--- src/rtl/length_prefixed_message_type_counter_macros.svh ---
// Assertion macros for the length-prefixed message type counter.
`ifndef LENGTH_PREFIXED_MESSAGE_TYPE_COUNTER_MACROS_SVH
`define LENGTH_PREFIXED_MESSAGE_TYPE_COUNTER_MACROS_SVH

`ifndef SYNTHESIS
// Same-cycle implication, disabled during reset
`define LPMTC_ASSERT_IMPLY(label, clk, rst, a, b) \
  label: assert property (@(posedge clk) disable iff (rst) (a) |-> (b)) \
    else $error("lpmtc same-cycle check failed");
// Next-cycle implication, disabled during reset
`define LPMTC_ASSERT_NEXT(label, clk, rst, a, b) \
  label: assert property (@(posedge clk) disable iff (rst) (a) |=> (b)) \
    else $error("lpmtc next-cycle check failed");
`else
`define LPMTC_ASSERT_IMPLY(label, clk, rst, a, b)
`define LPMTC_ASSERT_NEXT(label, clk, rst, a, b)
`endif

`endif

--- src/rtl/lpmtc_pkg.sv ---
// Shared types, constants and helpers of the message type counter.
package lpmtc_pkg;

  localparam int COUNT_BITS = 40;
  localparam int NUM_CLS    = 5;
  localparam int STATUS_BITS = 2;
  localparam int OUT_BITS   = ((6 * COUNT_BITS + STATUS_BITS + 7) / 8) * 8;

  // Message type bytes
  localparam logic [7:0] TYPE_ADD     = 8'h41;  // 'A'
  localparam logic [7:0] TYPE_ADD_ALT = 8'h46;  // 'F'
  localparam logic [7:0] TYPE_DELETE  = 8'h44;  // 'D'
  localparam logic [7:0] TYPE_CANCEL  = 8'h58;  // 'X'
  localparam logic [7:0] TYPE_REPLACE = 8'h55;  // 'U'

  typedef enum logic [STATUS_BITS-1:0] {
    ST_OK        = 2'd0,
    ST_ZERO_LEN  = 2'd1,
    ST_TRUNCATED = 2'd2
  } status_t;

  typedef enum logic [2:0] {
    CLS_ADD     = 3'd0,
    CLS_DELETE  = 3'd1,
    CLS_CANCEL  = 3'd2,
    CLS_REPLACE = 3'd3,
    CLS_UNKNOWN = 3'd4
  } cls_t;

  // One request from the parser to the counting side
  typedef struct packed {
    logic    count_en;
    cls_t    cls;
    logic    last;
    status_t status;
  } event_t;

  function automatic cls_t classify(input logic [7:0] t);
    cls_t c;
    case (t)
      TYPE_ADD, TYPE_ADD_ALT: c = CLS_ADD;
      TYPE_DELETE:            c = CLS_DELETE;
      TYPE_CANCEL:            c = CLS_CANCEL;
      TYPE_REPLACE:           c = CLS_REPLACE;
      default:                c = CLS_UNKNOWN;
    endcase
    return c;
  endfunction

  function automatic logic [COUNT_BITS-1:0] sat_inc(input logic [COUNT_BITS-1:0] c,
                                                     input logic en);
    logic [COUNT_BITS-1:0] r;
    r = (en && (c != '1)) ? c + COUNT_BITS'(1) : c;
    return r;
  endfunction

endpackage

--- src/rtl/lpmtc_front.sv ---
// Frame parser: tracks length prefixes and emits count and end-of-stream requests.
module lpmtc_front import lpmtc_pkg::*; (
  input  logic       clk,
  input  logic       rst,
  input  logic       byte_valid,
  output logic       byte_ready,
  input  logic [7:0] data_byte,
  input  logic       stream_end,
  input  logic       q_full,
  output logic       ev_push,
  output event_t     ev
);

  typedef enum logic [2:0] {
    PH_LEN_HI,
    PH_LEN_LO,
    PH_TYPE,
    PH_SKIP,
    PH_HALT
  } phase_t;

  phase_t      phase, phase_next;
  logic [7:0]  length_high, length_high_next;
  logic [15:0] body_remaining, body_remaining_next;
  logic [7:0]  pending_type, pending_type_next;
  status_t     error_status, error_status_next;
  logic        count_en;
  logic [7:0]  type_now;
  logic        accept;

  assign byte_ready = !q_full;
  assign accept     = byte_valid && byte_ready;

  // Work out the parser step for the offered byte
  always_comb begin
    phase_next          = phase;
    length_high_next    = length_high;
    body_remaining_next = body_remaining;
    pending_type_next   = pending_type;
    error_status_next   = error_status;
    count_en            = 1'b0;
    type_now            = (phase == PH_TYPE) ? data_byte : pending_type;
    case (phase)
      PH_LEN_HI: begin
        length_high_next = data_byte;
        phase_next       = PH_LEN_LO;
      end
      PH_LEN_LO: begin
        body_remaining_next = {length_high, data_byte};
        if ({length_high, data_byte} == 16'd0) begin
          error_status_next = ST_ZERO_LEN;
          phase_next        = PH_HALT;
        end else begin
          phase_next = PH_TYPE;
          if (stream_end) error_status_next = ST_TRUNCATED;
        end
      end
      PH_TYPE, PH_SKIP: begin
        pending_type_next   = type_now;
        body_remaining_next = body_remaining - 16'd1;
        if (body_remaining == 16'd1) begin
          count_en   = 1'b1;
          phase_next = PH_LEN_HI;
        end else begin
          phase_next = PH_SKIP;
          if (stream_end) error_status_next = ST_TRUNCATED;
        end
      end
      default: ;
    endcase
  end

  // Build the request for the queue
  assign ev_push     = accept && (count_en || stream_end);
  assign ev.count_en = count_en;
  assign ev.cls      = classify(type_now);
  assign ev.last     = stream_end;
  assign ev.status   = error_status_next;

  // Advance parser state; clear it after the final byte
  always_ff @(posedge clk) begin
    if (rst) begin
      phase          <= PH_LEN_HI;
      length_high    <= '0;
      body_remaining <= '0;
      pending_type   <= '0;
      error_status   <= ST_OK;
    end else if (accept) begin
      if (stream_end) begin
        phase          <= PH_LEN_HI;
        length_high    <= '0;
        body_remaining <= '0;
        pending_type   <= '0;
        error_status   <= ST_OK;
      end else begin
        phase          <= phase_next;
        length_high    <= length_high_next;
        body_remaining <= body_remaining_next;
        pending_type   <= pending_type_next;
        error_status   <= error_status_next;
      end
    end
  end

endmodule

--- src/rtl/lpmtc_queue.sv ---
// Two-entry request queue between parser and counters.
module lpmtc_queue import lpmtc_pkg::*; (
  input  logic   clk,
  input  logic   rst,
  input  logic   push,
  input  event_t push_ev,
  output logic   full,
  output logic   q_valid,
  input  logic   pop,
  output event_t pop_ev
);

  event_t     slots [2];
  logic       wr_ptr;
  logic       rd_ptr;
  logic [1:0] fill;

  assign full    = (fill == 2'd2);
  assign q_valid = (fill != 2'd0);
  assign pop_ev  = slots[rd_ptr];

  // Store incoming requests
  always_ff @(posedge clk) begin
    if (push) slots[wr_ptr] <= push_ev;
  end

  // Advance pointers and fill level
  always_ff @(posedge clk) begin
    if (rst) begin
      wr_ptr <= 1'b0;
      rd_ptr <= 1'b0;
      fill   <= 2'd0;
    end else begin
      if (push) wr_ptr <= ~wr_ptr;
      if (pop)  rd_ptr <= ~rd_ptr;
      case ({push, pop})
        2'b10:   fill <= fill + 2'd1;
        2'b01:   fill <= fill - 2'd1;
        default: fill <= fill;
      endcase
    end
  end

endmodule

--- src/rtl/lpmtc_back.sv ---
// Saturating counters and the result output register.
module lpmtc_back import lpmtc_pkg::*; (
  input  logic                clk,
  input  logic                rst,
  input  logic                q_valid,
  input  event_t              ev,
  output logic                pop,
  output logic                out_valid,
  input  logic                out_ready,
  output logic [OUT_BITS-1:0] out_data
);

  logic [COUNT_BITS-1:0] total, total_next;
  logic [COUNT_BITS-1:0] cnt [NUM_CLS];
  logic [COUNT_BITS-1:0] cnt_next [NUM_CLS];
  logic [OUT_BITS-1:0]   word;

  // Take a request unless it is final and the output still holds a result
  assign pop = q_valid && !(ev.last && out_valid && !out_ready);

  // Count the request into the total and its matching class
  always_comb begin
    total_next = sat_inc(total, ev.count_en);
    for (int i = 0; i < NUM_CLS; i++) begin
      cnt_next[i] = sat_inc(cnt[i], ev.count_en && (ev.cls == cls_t'(3'(i))));
    end
  end

  // Pack the result: total, then class counts, then status
  always_comb begin
    word = '0;
    word[COUNT_BITS-1:0] = total_next;
    for (int i = 0; i < NUM_CLS; i++) begin
      word[(i + 1) * COUNT_BITS +: COUNT_BITS] = cnt_next[i];
    end
    word[6 * COUNT_BITS +: STATUS_BITS] = ev.status;
  end

  // Hold counters; clear them once a result is loaded
  always_ff @(posedge clk) begin
    if (rst) begin
      total <= '0;
      for (int i = 0; i < NUM_CLS; i++) cnt[i] <= '0;
    end else if (pop) begin
      if (ev.last) begin
        total <= '0;
        for (int i = 0; i < NUM_CLS; i++) cnt[i] <= '0;
      end else begin
        total <= total_next;
        for (int i = 0; i < NUM_CLS; i++) cnt[i] <= cnt_next[i];
      end
    end
  end

  // Output register
  always_ff @(posedge clk) begin
    if (rst) begin
      out_valid <= 1'b0;
    end else if (pop && ev.last) begin
      out_valid <= 1'b1;
    end else if (out_ready) begin
      out_valid <= 1'b0;
    end
  end

  always_ff @(posedge clk) begin
    if (pop && ev.last) out_data <= word;
  end

endmodule

--- src/rtl/length_prefixed_message_type_counter.sv ---
// A result passes through the request queue and then the output register.
// Throughput: one byte per cycle; the parser only stalls when its two-entry
// request queue fills, which happens while an unread result blocks the output.
// Reset: synchronous active-high rst clears parser, queue, counters and the
// output valid; the block accepts bytes from the first cycle after reset.
`include "length_prefixed_message_type_counter_macros.svh"
module length_prefixed_message_type_counter import lpmtc_pkg::*; (
  input  logic                clk,
  input  logic                rst,
  input  logic                s_axis_tvalid,
  output logic                s_axis_tready,
  input  logic [7:0]          s_axis_tdata,   // data_byte [7:0]
  input  logic                s_axis_tlast,   // stream_end
  output logic                m_axis_tvalid,
  input  logic                m_axis_tready,
  // total_messages [39:0], add_messages [79:40], delete_messages [119:80],
  // cancel_messages [159:120], replace_messages [199:160],
  // unknown_messages [239:200], status [241:240], zero pad above
  output logic [OUT_BITS-1:0] m_axis_tdata
);

  event_t push_ev;
  event_t pop_ev;
  logic   push;
  logic   pop;
  logic   q_full;
  logic   q_valid;

  lpmtc_front u_front (
    .clk        (clk),
    .rst        (rst),
    .byte_valid (s_axis_tvalid),
    .byte_ready (s_axis_tready),
    .data_byte  (s_axis_tdata),
    .stream_end (s_axis_tlast),
    .q_full     (q_full),
    .ev_push    (push),
    .ev         (push_ev)
  );

  lpmtc_queue u_queue (
    .clk     (clk),
    .rst     (rst),
    .push    (push),
    .push_ev (push_ev),
    .full    (q_full),
    .q_valid (q_valid),
    .pop     (pop),
    .pop_ev  (pop_ev)
  );

  lpmtc_back u_back (
    .clk       (clk),
    .rst       (rst),
    .q_valid   (q_valid),
    .ev        (pop_ev),
    .pop       (pop),
    .out_valid (m_axis_tvalid),
    .out_ready (m_axis_tready),
    .out_data  (m_axis_tdata)
  );

  // A request is never written into a full queue
  `LPMTC_ASSERT_IMPLY(a_no_overflow, clk, rst, push, !q_full)
  // A final request taken by the counters loads a result
  `LPMTC_ASSERT_NEXT(a_result_loaded, clk, rst, pop && pop_ev.last, m_axis_tvalid)
  // Status code three is never produced
  `LPMTC_ASSERT_IMPLY(a_status_legal, clk, rst, m_axis_tvalid,
                      m_axis_tdata[6*COUNT_BITS +: STATUS_BITS] != 2'd3)

endmodule
--- config.mk ---
export PLATFORM = sky130hd
export DESIGN_NAME = length_prefixed_message_type_counter
export DESIGN_NICKNAME = d
export VERILOG_FILES = /design/src/rtl/lpmtc_pkg.sv /design/src/rtl/lpmtc_front.sv /design/src/rtl/lpmtc_queue.sv /design/src/rtl/lpmtc_back.sv /design/src/rtl/length_prefixed_message_type_counter.sv
export VERILOG_INCLUDE_DIRS = /design/src /design/src/rtl
export SDC_FILE = /design/constraint.sdc
export NUM_CORES = 1
export LEC_CHECK = 0
export ABC_AREA = 1
export BUFFER_PORTS_ARGS = -buffer_cell sky130_fd_sc_hd__buf_2
export CORE_MARGIN = 3
export CORE_UTILIZATION = 55
export CTS_CLUSTER_DIAMETER = 80
export DETAILED_ROUTE_END_ITERATION = 7
export PLACE_DENSITY = 0.71
export SETUP_SLACK_MARGIN = 0.15
export SLEW_MARGIN = 20
export SYNTH_ARGS = -nofsm -noshare
export SYNTH_HDL_FRONTEND = slang
export SYNTH_SLANG_ARGS = --single-unit
--- constraint.sdc ---
create_clock -name clk -period 7.23 [get_ports clk]
set_input_delay 0 -clock clk [delete_from_list [all_inputs] [get_ports clk]]
set_output_delay 0 -clock clk [all_outputs]
set_load 0.01 [all_outputs]
# Word-level counts from Yosys, hierarchy flattened

Memories as Yosys holds them, arrays and structs flattened. A register that Yosys moved wholly into a read port is not among the register bits.
Cells that the tools add are included.

Multipliers: 0
Add/subtract/negate cells: 9
Reductions and logical operators: 37
Div/mod/pow operators: 0
Order comparisons: 0
Equality and inequality tests: 22
Bitwise gates (word level): 12
Shift operators: 0
Multiplexer cells: 53

Operators with widths:

| operator                | count |
|---|---|
| $mux W40                | 17 |
| $add A40 B1 Y40 const B | 6 |
| $ne A40 B40 Y1 const B  | 6 |
| $eq A8 B7 Y1 const B    | 5 |
| $mux W8                 | 5 |
| $pmux W16 S2            | 1 |
| $mux W1                 | 18 |
| $logic_and A1 B1 Y1     | 17 |
| $eq A16 B1 Y1 const B   | 1 |
| $logic_not A16 Y1       | 1 |
| $mux W16                | 1 |
| $sub A16 B1 Y16 const B | 1 |
| $eq A3 B2 Y1 const B    | 4 |
| $pmux W3 S4             | 1 |
| $mux W2                 | 5 |
| $or A1 B1 Y1            | 10 |
| $reduce_bool A2 Y1      | 5 |
| $pmux W3 S3             | 1 |
| $pmux W2 S2             | 2 |
| $reduce_and A2 Y1       | 4 |
| $eq A3 B1 Y1 const B    | 2 |
| $logic_not A3 Y1        | 2 |
| $mux W3                 | 2 |
| $eq A2 B2 Y1 const B    | 2 |
| 10 further kinds        | 14 |

Logic and storage cells: 146
Latch bits: 0
Memory bits (writable): 214
Bits of input ports: 13
Register bits: 324
Output and inout port bits: 250
Memories kept: 2
Memory bits (read-only): 0

Memories:

| name          | depth | width | rd ports | clocked after Yosys merged registers in | wr ports | line              | text |
|---|---|---|---|---|---|---|---|
| u_back.cnt    | 5     | 40    | 5        | 0                                       | 5        | lpmtc_back.sv:14  | `logic [COUNT_BITS-1:0] cnt [NUM_CLS];` |
| u_queue.slots | 2     | 7     | 1        | 1                                       | 1        | lpmtc_queue.sv:13 | `event_t slots [2];` |

# Longest topological paths before layout

Word-level depth: 9
Gate-level depth with buffers: 14
Gate-level depth less buffers: 12

# Cells and area by module

From an unflattened synthesis, not the netlist that was laid out.

Cell total of the unflattened synthesis: 3,584
Area total of the unflattened synthesis: 29,174.2 µm²

Modules (own cells, without submodules):

| module      | sequential area each (µm²) | times used | cells an instance | area each (µm²) |
|---|---|---|---|---|
| lpmtc_back  | 14,093.5                   | 1          | 3,119             | 25,941.1 |
| lpmtc_front | 740.7                      | 1          | 410               | 2,471.1 |
| lpmtc_queue | 520.5                      | 1          | 55                | 762.0 |

# Least setup slack after synthesis

No wires, ideal clock.

Path kind: register -> register
From: register with a tool-made name
To: register u_back.out_data[0] (enable)
Arrival: 5.745 ns
Buffers on the path: 1
Slack: 0.892 ns
Period minus slack after synthesis: 6.338 ns
Setup time: 0.594 ns
Cell stages (with the launch flop): 10
Path through: dfxtp_1 > buf_6 > inv_2 > nand2_1 > nand2_2 > inv_2 > o22ai_4 > inv_1 > nand2_1 > inv_1

RTL lines:

| item                 | line             | text |
|---|---|---|
| to (signal assigned) | lpmtc_back.sv:67 | `if (pop && ev.last) out_data <= word;` |
| to (decl)            | lpmtc_back.sv:10 | `output logic [OUT_BITS-1:0] out_data` |

==> results.toml <==
[setup_path]
cp.arrival_ps = 3990
r2r_setup_slack_ps = 3480
endpoint_kind = "register"
cp_data_required_time_ps = 7470
critPathMaxStageDelay_ps = 640
crit_chain = "nand2_1 > nand2_2 > inv_2 > o22ai_4 > inv_1 > nor2_4 > inv_8 > buf_4"
worstSetupPathType = "reg2reg"
critical-path-slowest-cell = "nor2_4"
worstPathMaxFanout = 138
worst_setup_path_start_kind = "register"

[clock_tree]
cts_resized = 0
clk_latency_ps = 610
cts_inserted_buffers = 55
cts_htree_levels = 2
cts_hold_buf = 17
root_buffer = "clkbuf_16"
post-cts-setup-buffers = 0
max-clock-path-buffers = 3
clk_pin_slew_ps = 60
clock-sinks = 539
cts_tree = "done"

[cells_and_area]
final_cells = 4478
drive_above_1_share_pct = 12.1
design_area_um2 = 32400
area_growth_pct = 12.3
multi_input_area_um2 = 12200
antennaDiodeCount = 0
nFillCells = 4514
fin_nets = 3777
regArea_um2 = 15400
final_core_util_pct = 62.8

[drt]
route.detailed.drc = 0
drt_pre_antenna_iters = 6
via_per_inst = 5.35
dr_total_vias = 24000
antenna_left = 0
wl_per_cell_um = 16.4
routed_wl_um = 73500
drt_iter0_drc = 2012

[power_and_ir_drop]
ir_worst_vdd_v = 0.000254
power_leakage_nw = 12.8
p_total_mw = 11.0
power_density_nw_per_um2 = 338

[synth]
synth_area_um2 = 28900
synth.area.top_cells = "edfxtp_1 47%, nand2_1 19%, nor2_1 6.1%"
ys.flop_type = "edfxtp_1"
synth_edf_count = 456
yosysMostFrequentCell = "nand2_1"
synth.distinct_cells = 48
yosys-top-cells-count = "1,483 x nand2_1, 468 x nor2_1, 456 x edfxtp_1"
ys_async_sr_fraction_pct = 0
synth_top_area_share_pct = 47.4
yosysWarnings = 0
ys_seq_area_share_pct = 53.2
syn_inst = 3506
synth_seq_cells = 539
avgSynthCellArea_um2 = 8.24
yosysTopAreaCell = "edfxtp_1"

[placed_design]
dp_cells = 4361
io_buffers = 256
gp_congestion = 0.959
placed_cell_area_um2 = 30500
dpl.hpwl_um = 52100

[global_route]
grt_max_degree = 139
grt_pass1_wl_um = 116000
grt_pass1_vias = 22000
busiest_layer = "met2"
antenna_found_initial = 0
overflow = 0
met3_usage_pct = 3.76
grtUsageMet1_pct = 35.3
grtUsageMet2_pct = 42.5
track_usage_pct = 25.8

[floorplan]
die_area_um2 = 55300
std_cell_rows = 83
start_util_pct = 55.9
core_um2 = 51600
die_w_um = 235
ios = 263
die_y_um = 235

[timing]
setup_viol = 0
fin_setup_tns_ps = 0
rsz0062_at_grt = "false"
slew_viol_final = 0
tightest_slew_ps = 1020
fmax_ghz = 0.266
fin_crit_ps = 3750
min_period_over_period_pct = 51.9
max_slew_margin_pct = 32.1
skew_ps = 19.4
hold_violations = 0

[outcome]
status = "finished, final reports clean"

[hold_path]
hold_path.class = "in2reg"

[run]
drv_cap = 0
[layout make-up]
class | instances | area share [%]
multi-input combinational | 2694 | 37.7
inverter | 184 | 2.20
timing repair buffer | 281 | 4.66
clock inverter | 30 | 0.749
tap | 680 | 2.62
sequential | 539 | 47.3
clock buffer | 70 | 4.67
[worst paths after layout]
check                                               end  cells past startpoint                     from
worst min-delay path                u_queue.slots[0][2]                      2             s_axis_tlast
worst min register to register  u_front.error_status[1]                      2  u_front.error_status[1]
worst max-delay path                 u_back.cnt[0][163]                      8                 register
worst max register to register       u_back.cnt[0][163]                      8                 register
[layer usage]
layer / vias up / wire length, µm
met5: - / 0
met4: 0 / 2250
met3: 131 / 4400
met2: 733 / 35000
met1: 11200 / 31900
li1: 11900 / -
[placed cells by master, fill, tap and decap left out, drive strengths merged, types with 3 or more instances in the layout]
cell,count
nand2,1519
nor2,483
edfxtp,456
buf,264
a21oi,231
inv,186
nand3,107
xnor2,94
dfxtp,83
xor2,70
clkbuf,70
nand4,53
o21ai,52
clkinv,21
nand3b,20
dlygate4sd3,17
nor3,16
ha,9
and2,7
o21bai,7
conb,6
o22ai,6
o211ai,4
clkinvlp,4
bufinv,3
[cell families (layout without fill, tap and decap cells)]
kind of cell	count (synthesis)	in the layout	synth area share, %
AND/OR/NAND/NOR	2208	2208	30.9
adder cells (fa/ha/maj)	9	9	0.390
other	1	6	0.0130
AO/OA/AOI/OAI	307	307	6.06
buffers and inverters	278	565	4.50
flip-flops	539	539	53.2
XOR/XNOR	164	164	5.00
[worst max-delay path, delay by kind of cell, from the launching register on]
kind	cells	cell delay, ps
buffers and inverters	4	1390
DFF	1	570
AOI/OAI and AO/OA	1	440
and+or+nand+nor	3	890
[per-stage QoR]
step	setup WS [ps]	hold WS (ps)
after floorplan	892	98.9
after global placement	3380	260
after detailed placement	3350	261
after CTS	3340	142
after global routing	3270	204
final	3480	191
[where the power goes]
part / total (mW) / internal (mW) / switching (mW)
combinational: 2.79 / 0.847 / 1.94
sequential: 5.39 / 4.65 / 0.742
clock: 2.79 / 1.59 / 1.20
total: 11.0 / 7.08 / 3.89
[flip-flops by register name (all words and copies together) (netlist names), named ones only]
register	flops
u_front.length_high	8
u_queue.slots	14
u_queue.rd_ptr	1
u_back.total	40
u_front.error_status	2
u_back.out_valid	1
u_front.body_remaining	16
u_front.pending_type	8
u_queue.wr_ptr	1
u_queue.fill	2
u_back.cnt	200
u_back.out_data	242
u_front.phase	3
No activity file was read; power rests on OpenSTA's default activity.
